File: src/srs_pkg.sv
package srs_pkg;

	localparam int unsigned TIME_W = 32;
	localparam int unsigned CFG_W  = 16;
	localparam int unsigned LIM_W  = 23;   // 16-bit register times 100
	localparam int unsigned IDX_W  = 2;

	// commands carried in the op field of an input word
	typedef enum logic [2:0] {
		CMD_TICK = 3'd0,
		CMD_INC  = 3'd1,
		CMD_DEC  = 3'd2,
		CMD_OFF  = 3'd3,
		CMD_BACK = 3'd4
	} cmd_t;

	// running operation, also the completion event code
	typedef enum logic [1:0] {
		OPR_NONE = 2'd0,
		OPR_INC  = 2'd1,
		OPR_DEC  = 2'd2,
		OPR_OFF  = 2'd3
	} opr_t;

	// configuration register indexes
	localparam logic [IDX_W-1:0] REG_SPEED_WAIT = 2'd0;
	localparam logic [IDX_W-1:0] REG_OFF_WAIT   = 2'd1;
	localparam logic [IDX_W-1:0] REG_RESP_WAIT  = 2'd2;

	// reset values of the registers, already scaled to milliseconds
	localparam logic [LIM_W-1:0] SPEED_LIM_RST = 23'd400;
	localparam logic [LIM_W-1:0] OFF_LIM_RST   = 23'd40000;
	localparam logic [LIM_W-1:0] RESP_LIM_RST  = 23'd25000;

	typedef struct packed {
		logic [LIM_W-1:0] speed_lim;
		logic [LIM_W-1:0] off_lim;
		logic [LIM_W-1:0] resp_lim;
	} lim_t;

	typedef struct packed {
		logic [2:0] op;
		logic       slow_end;
		logic       fast_end;
	} item_t;

	typedef struct packed {
		logic       power_relay;
		logic       slow_relay;
		logic       fast_relay;
		opr_t       response_event;
		opr_t       active_operation;
		logic       backing_off;
	} res_t;

	// scale a register in 100 ms units to milliseconds: x*64 + x*32 + x*4
	function automatic logic [LIM_W-1:0] scale_ms(input logic [CFG_W-1:0] x);
		logic [LIM_W-1:0] w;
		w = {{(LIM_W-CFG_W){1'b0}}, x};
		return (w << 6) + (w << 5) + (w << 2);
	endfunction

endpackage

File: src/srs_cfg.sv
module srs_cfg
	import srs_pkg::*;
(
	input  logic             clk,
	input  logic             arst_n,
	input  logic             cfg_we,
	input  logic [IDX_W-1:0] cfg_index,
	input  logic [CFG_W-1:0] cfg_data,
	output lim_t             lim
);

	lim_t lim_q;

	// hold each limit already scaled to milliseconds
	always_ff @(posedge clk or negedge arst_n) begin
		if (!arst_n) begin
			lim_q.speed_lim <= SPEED_LIM_RST;
			lim_q.off_lim   <= OFF_LIM_RST;
			lim_q.resp_lim  <= RESP_LIM_RST;
		end else if (cfg_we) begin
			case (cfg_index)
				REG_SPEED_WAIT: lim_q.speed_lim <= scale_ms(cfg_data);
				REG_OFF_WAIT:   lim_q.off_lim   <= scale_ms(cfg_data);
				REG_RESP_WAIT:  lim_q.resp_lim  <= scale_ms(cfg_data);
				default: ;
			endcase
		end
	end

	assign lim = lim_q;

endmodule

File: src/srs_core.sv
module srs_core
	import srs_pkg::*;
(
	input  logic  clk,
	input  logic  arst_n,
	input  logic  adv,
	input  item_t item,
	input  lim_t  lim,
	output res_t  res
);

	logic [TIME_W-1:0] now_q, speed_start_q, off_start_q, resp_start_q, bo_start_q, run_time_q;
	opr_t              operation_q;
	logic              operating_q, pending_q, bo_q, abn_q;
	logic [2:0]        relay_q;   // bit0 power, bit1 slow, bit2 fast

	logic [TIME_W-1:0] now_d, speed_start_d, off_start_d, resp_start_d, bo_start_d, run_time_d;
	opr_t              operation_d;
	logic              operating_d, pending_d, bo_d, abn_d;
	logic [2:0]        relay_d;
	opr_t              event_d;

	always_comb begin
		logic [TIME_W-1:0] bo_limit;
		logic              expired;
		now_d         = now_q;
		speed_start_d = speed_start_q;
		off_start_d   = off_start_q;
		resp_start_d  = resp_start_q;
		bo_start_d    = bo_start_q;
		run_time_d    = run_time_q;
		operation_d   = operation_q;
		operating_d   = operating_q;
		pending_d     = pending_q;
		bo_d          = bo_q;
		abn_d         = abn_q;
		relay_d       = relay_q;
		event_d       = OPR_NONE;
		bo_limit      = '0;
		expired       = 1'b0;

		case (item.op)
			CMD_TICK: begin
				now_d = now_q + 32'd1;
				// timeout of the running operation
				if (operating_q) begin
					if (operation_q == OPR_OFF)
						expired = (now_d - off_start_q) >= {9'd0, lim.off_lim};
					else
						expired = (now_d - speed_start_q) >= {9'd0, lim.speed_lim};
				end
				if (expired) begin
					relay_d = 3'b000;
					if (operation_q == OPR_OFF)
						run_time_d = now_d - off_start_q;
					operating_d  = 1'b0;
					resp_start_d = now_d;
					pending_d    = 1'b1;
				end
				// delayed completion event
				if (pending_d && ((now_d - resp_start_d) >= {9'd0, lim.resp_lim})) begin
					event_d   = operation_q;
					pending_d = 1'b0;
				end
				// end of back-off
				if (bo_q) begin
					bo_limit = abn_q ? run_time_d : {9'd0, lim.off_lim};
					if ((now_d - bo_start_q) >= bo_limit) begin
						relay_d = 3'b000;
						bo_d    = 1'b0;
						abn_d   = 1'b0;
					end
				end
				// limit switch hit
				if (item.slow_end || item.fast_end) begin
					relay_d = 3'b000;
					if (!bo_d) begin
						if (operation_q == OPR_OFF)
							run_time_d = now_d - off_start_q;
						operating_d  = 1'b0;
						resp_start_d = now_d;
						pending_d    = 1'b1;
						abn_d        = 1'b1;
					end else begin
						bo_d  = 1'b0;
						abn_d = 1'b0;
					end
				end
			end
			CMD_INC: begin
				operation_d   = OPR_INC;
				relay_d       = 3'b101;
				speed_start_d = now_q;
				operating_d   = 1'b1;
			end
			CMD_DEC: begin
				operation_d   = OPR_DEC;
				relay_d       = 3'b011;
				speed_start_d = now_q;
				operating_d   = 1'b1;
			end
			CMD_OFF: begin
				operation_d = OPR_OFF;
				relay_d     = 3'b011;
				off_start_d = now_q;
				operating_d = 1'b1;
			end
			CMD_BACK: begin
				relay_d    = 3'b101;
				bo_d       = 1'b1;
				bo_start_d = now_q;
			end
			default: ;
		endcase
	end

	always_ff @(posedge clk or negedge arst_n) begin
		if (!arst_n) begin
			now_q         <= '0;
			speed_start_q <= '0;
			off_start_q   <= '0;
			resp_start_q  <= '0;
			bo_start_q    <= '0;
			run_time_q    <= '0;
			operation_q   <= OPR_NONE;
			operating_q   <= 1'b0;
			pending_q     <= 1'b0;
			bo_q          <= 1'b0;
			abn_q         <= 1'b0;
			relay_q       <= 3'b000;
		end else if (adv) begin
			now_q         <= now_d;
			speed_start_q <= speed_start_d;
			off_start_q   <= off_start_d;
			resp_start_q  <= resp_start_d;
			bo_start_q    <= bo_start_d;
			run_time_q    <= run_time_d;
			operation_q   <= operation_d;
			operating_q   <= operating_d;
			pending_q     <= pending_d;
			bo_q          <= bo_d;
			abn_q         <= abn_d;
			relay_q       <= relay_d;
		end
	end

	assign res.power_relay      = relay_d[0];
	assign res.slow_relay       = relay_d[1];
	assign res.fast_relay       = relay_d[2];
	assign res.response_event   = event_d;
	assign res.active_operation = operating_d ? operation_d : OPR_NONE;
	assign res.backing_off      = bo_d;

endmodule

File: src/speed_relay_sequencer.sv
// A word accepted into the input register is processed by the core and its result word is
// loaded into the output register, where it is held until taken.
// Throughput: one word per cycle while the output register is free or being emptied.
// Reset (arst_n low, asynchronous): both stages empty, all relays off, no operation,
// millisecond count zero, limits back to 0.4 s, 40 s and 25 s.
module speed_relay_sequencer
	import srs_pkg::*;
(
	input  logic             clk,
	input  logic             arst_n,
	// input stream
	input  logic             s_tvalid,
	output logic             s_tready,
	input  logic [7:0]       s_tdata,   // [2:0] op, [3] slow_end, [4] fast_end, [7:5] zero
	// result stream
	output logic             m_tvalid,
	input  logic             m_tready,
	output logic [7:0]       m_tdata,   // [0] power_relay, [1] slow_relay, [2] fast_relay,
	                                    // [4:3] response_event, [6:5] active_operation,
	                                    // [7] backing_off
	// configuration writes
	input  logic             cfg_we,
	input  logic [IDX_W-1:0] cfg_index,
	input  logic [CFG_W-1:0] cfg_data
);

	item_t      item_s1;
	logic       valid_s1;
	logic       adv;
	lim_t       lim;
	res_t       res;
	logic [7:0] out_q;
	logic       out_valid_q;

	// Advance the held word into the core whenever the output register is free
	// or being emptied this cycle; the output register parts the two sides.
	assign adv      = valid_s1 && (!out_valid_q || m_tready);
	assign s_tready = !valid_s1 || adv;

	// input register
	always_ff @(posedge clk or negedge arst_n) begin
		if (!arst_n) begin
			valid_s1 <= 1'b0;
		end else if (s_tvalid && s_tready) begin
			valid_s1 <= 1'b1;
		end else if (adv) begin
			valid_s1 <= 1'b0;
		end
	end

	// payload needs no reset
	always_ff @(posedge clk) begin
		if (s_tvalid && s_tready) begin
			item_s1.op       <= s_tdata[2:0];
			item_s1.slow_end <= s_tdata[3];
			item_s1.fast_end <= s_tdata[4];
		end
	end

	srs_cfg u_cfg (
		.clk       (clk),
		.arst_n    (arst_n),
		.cfg_we    (cfg_we),
		.cfg_index (cfg_index),
		.cfg_data  (cfg_data),
		.lim       (lim)
	);

	// The core commits its state at the same edge that the result is loaded,
	// so each word sees everything left by the word before it.
	srs_core u_core (
		.clk    (clk),
		.arst_n (arst_n),
		.adv    (adv),
		.item   (item_s1),
		.lim    (lim),
		.res    (res)
	);

	// output register: hold until taken
	always_ff @(posedge clk or negedge arst_n) begin
		if (!arst_n) begin
			out_valid_q <= 1'b0;
		end else if (adv) begin
			out_valid_q <= 1'b1;
		end else if (m_tready) begin
			out_valid_q <= 1'b0;
		end
	end

	always_ff @(posedge clk) begin
		if (adv) begin
			out_q <= {res.backing_off, res.active_operation, res.response_event,
			          res.fast_relay, res.slow_relay, res.power_relay};
		end
	end

	assign m_tvalid = out_valid_q;
	assign m_tdata  = out_q;

endmodule
File: config.mk
export PLATFORM = sky130hd
export DESIGN_NAME = speed_relay_sequencer
export DESIGN_NICKNAME = d
export VERILOG_FILES = /design/src/srs_pkg.sv /design/src/srs_cfg.sv /design/src/srs_core.sv /design/src/speed_relay_sequencer.sv
export SDC_FILE = /design/constraint.sdc
export NUM_CORES = 1
export LEC_CHECK = 0
export BUFFER_PORTS_ARGS = -buffer_cell sky130_fd_sc_hd__buf_2
export CAP_MARGIN = 20
export CORE_ASPECT_RATIO = 1.4
export CORE_MARGIN = 2
export CORE_UTILIZATION = 59
export CTS_CLUSTER_SIZE = 16
export DETAILED_ROUTE_END_ITERATION = 8
export GPL_TIMING_DRIVEN = 0
export PLACE_DENSITY = 0.82
export REMOVE_ABC_BUFFERS = 1
export SLEW_MARGIN = 20
export SYNTH_ARGS = -nofsm -noshare
export SYNTH_HDL_FRONTEND = slang
export SYNTH_SLANG_ARGS = --single-unit
export TNS_END_PERCENT = 5
File: constraint.sdc
create_clock -name clk -period 12.8 [get_ports clk]
set_clock_uncertainty 0.1 [all_clocks]
set_input_delay 0.64 -clock clk [delete_from_list [all_inputs] [get_ports clk]]
set_output_delay 0.64 -clock clk [all_outputs]
set_load 0.02 [all_outputs]
==> impl_metrics.ini <==
[status]
status = completed

[timing]
hold_viol = 0
setup-violations-final = 0
period_share = 0.9347
fmax_mhz = 83.58
tightest_slew_ns = 1.094
layout_setup_ws_ns = 0.8356
rsz0062_at_grt = false
drv_slew = 0
max_slew_margin = 0.2692
min_period_ns = 11.96

[cells_and_area]
mostFrequentLayoutCell = dfrtp_1
layout.nets = 2680
fin_area_um2 = 24320
area_delta_synth_final_pct = 9.566
n_antenna_cell = 0
layout_common_cells = 250 x dfrtp_1, 240 x ha_1, 227 x inv_1
fill_cells = 2925
drive_above_1_share = 0.1462

[die]
start_util = 0.5949
io_pins = 41
die-area_um2 = 39210
num_rows = 84
coreArea_um2 = 37310
die_x_um = 167.9
fp.dieH_um = 233.5

[logic_synthesis]
synth-edff-count = 13
synthesis.area_um2 = 22200
yosysSeqAreaShare = 0.3183
synth_xor_area_frac = 0.06809
synth_top_family_by_area = compound AO/OA/AOI/OAI gates
yosys_warnings = 0
yosys.cell_types.count = 100
synth_compound_area_frac = 0.1705
synth_adder_area_share = 0.1506
yosys.area_share.simple = 0.1272
synth_mux_area_frac = 0.1079
synth.top_cell.area_share = 0.2841
ys_ff_latch = 279
synthArstFlopShare = 0.9534
synth_flop_cell = dfrtp_1
syn_inst = 2376
synth_area_leaders = dfrtp_1 28%, ha_1 14%, mux2_2 7.1%, xnor2_1 4.4%, inv_1 3.8%
synth_top_area_cell = dfrtp_1
syn_area_per_cell_um2 = 9.342

[worst_setup_path]
slowest_delay_ns = 0.54
path_buf_inv = 2
critPathLaunchType = flop
crit_fanout = 12
crit_family = compound AO/OA/AOI/OAI gates
end_kind = flop
worstPathArrival_ns = 12.18
cp_slowest_cell = or4_1
worst-setup-path-type = reg2reg
r2r_slack_ns = 0.84
required_ns = 13.02

[pwr]
seq_power_share = 0.237
intPower_mw = 2.871
comb_power_share = 0.572
p_switching_mw = 2.078
power_switching_share = 0.4199
p_leak_nw = 11.68
ir_drop_v = 0.0002067
p_per_area_nw_per_um2 = 203.5
power_frac_clock = 0.191

[global_routing]
overflow = 0
grt_max_degree = 98
antenna_found_initial = 0
grt.total_usage = 0.2904
grt_pass1_wl_um = 90610
grt_pass1_vias = 18180

[drt]
wl_um = 56930
via_per_inst = 6.159
drt-wirelength-per-cell_um = 19.71
drt_iter0_markers = 1087
drc = 0
antenna_left = 0
num_vias = 17790
first_pass_iters = 7

[clocking]
clk-insertion-delay-late_ns = 0.59
cts_max_path_buffers = 3
root_buffer = clkbuf_16
cts.sinks = 279
clkSlewWorstSetupHoldPaths_ns = 0.06
h-tree-depth = 1
cts_inserted_buffers = 29
cts_tree = yes

[place]
pre_cts_ws_ns = -1.426
placed_cell_area_um2 = 22930
dp_hpwl_um = 43950
place_congestion = 0.9695
io_buffers = 37

[min_path]
hold_path_class = in2reg

[flow_run]
max_cap_violations = 0
==> layer usage <==
layer / part of all wire / wire length [um] / global-route usage
met2: 0.51 / 28810 / 0.5311
met3: 0.034 / 1922 / 0.02660
met4: 0.091 / 5193 / 0.2340
met5: 0 / 0 / 0
met1: 0.37 / 21000 / 0.3043
==> worst paths after layout <==
path                                              from                             endpoint  depth (start not counted)
setup / recovery           u_core.now_q[2]$_DFFE_PN0P_             m_tdata[3]$_SDFFCE_PN0P_                         45
hold / removal                              s_tdata[3]                 item_s1[1]$_DFFE_PP_                          1
setup reg to reg           u_core.now_q[2]$_DFFE_PN0P_             m_tdata[3]$_SDFFCE_PN0P_                         45
hold reg to reg              u_cfg.lim[68]$_DFFE_PN0P_            u_cfg.lim[68]$_DFFE_PN0P_                          2
max in group asynchronous                       arst_n          u_core.now_q[0]$_DFFE_PN0P_                          4
min in group asynchronous                       arst_n  u_core.resp_start_q[25]$_DFFE_PN0P_                          2
==> power by group through the flow <==
stage	clock [mW]	combinational (mW)	sequential, mW
after floorplan	0	2.04	1.14
after global placement	0	2.56	1.17
after detailed placement	0	2.69	1.18
after CTS	0.958	2.76	1.17
after global routing	0.994	3.16	1.18
final	0.947	2.83	1.17
==> synth_stat cells, types with 24 or more instances <==
cell / number
clkbuf_1: 46
ha_1: 240
a21oi_1: 161
nand3_1: 60
o21ai_0: 154
mux2i_1: 36
mux2_2: 140
inv_1: 227
a21o_1: 46
o21a_1: 24
xor2_1: 56
and3_1: 31
nand2b_1: 34
nor2_1: 98
dfrtp_1: 252
xnor2_1: 112
nand2_1: 199
==> flip-flops by register name, summed over array words and instances, names as in the netlist <==
signal and cells:
u_core.run_time_q 32, u_core.now_q 32, u_core.bo_q 1, u_core.relay_q 3
u_core.pending_q 1, u_core.speed_start_q 32, u_core.off_start_q 32, u_core.abn_q 1
u_cfg.lim 63, u_core.resp_start_q 32, item_s1 5, valid_s1 1
u_core.operation_q 2, u_core.bo_start_q 32, m_tdata 8, u_core.operating_q 1
m_tvalid 1
==> through the flow <==
| stage | instances | power, mW | setup TNS [ns] | hold WS, ns | util |
|---|---|---|---|---|---|
| finish | 2888 | 4.949 | 0 | 0.1317 | 0.6518 |
| global route | 2888 | 5.338 | 0 | 0.1131 | 0.6518 |
| detailed placement | 2819 | 3.875 | -3.969 | 0.3703 | 0.6145 |
| floorplan | 2293 | 3.178 | 0 | 0.2444 | - |
| CTS | 2874 | 4.883 | 0 | 0.1180 | 0.6468 |
| global placement | 2803 | 3.728 | -63.58 | 0.3618 | 0.6045 |
==> area by class of cell <==
cell class | instances | area (um2) | share of cell area
clock buffers | 42 | 834.6 | 0.03432
clock inverters | 12 | 216.5 | 0.008901
inverters | 228 | 855.8 | 0.03519
multi-input cells | 1786 | 14100 | 0.5799
flip-flops and latches | 279 | 7069 | 0.2907
well taps | 473 | 591.8 | 0.02434
repair buffers | 68 | 649.4 | 0.02670
==> cells by family after synthesis <==
kind of cell,count (synthesis)
compound gates,583
xor+xnor,170
fa+ha+maj,257
buf+inv,311
flops,279
mux,209
simple gates,567
==> timing repair <==
action	CTS	global route
buffers inserted	0	14
setup endpoints to repair	3	3
endpoints found under the hold margin	46	0
hold buffers	1	0
pin swaps	0	3
resized for setup	23	15
(Power assumes the default switching activity.)
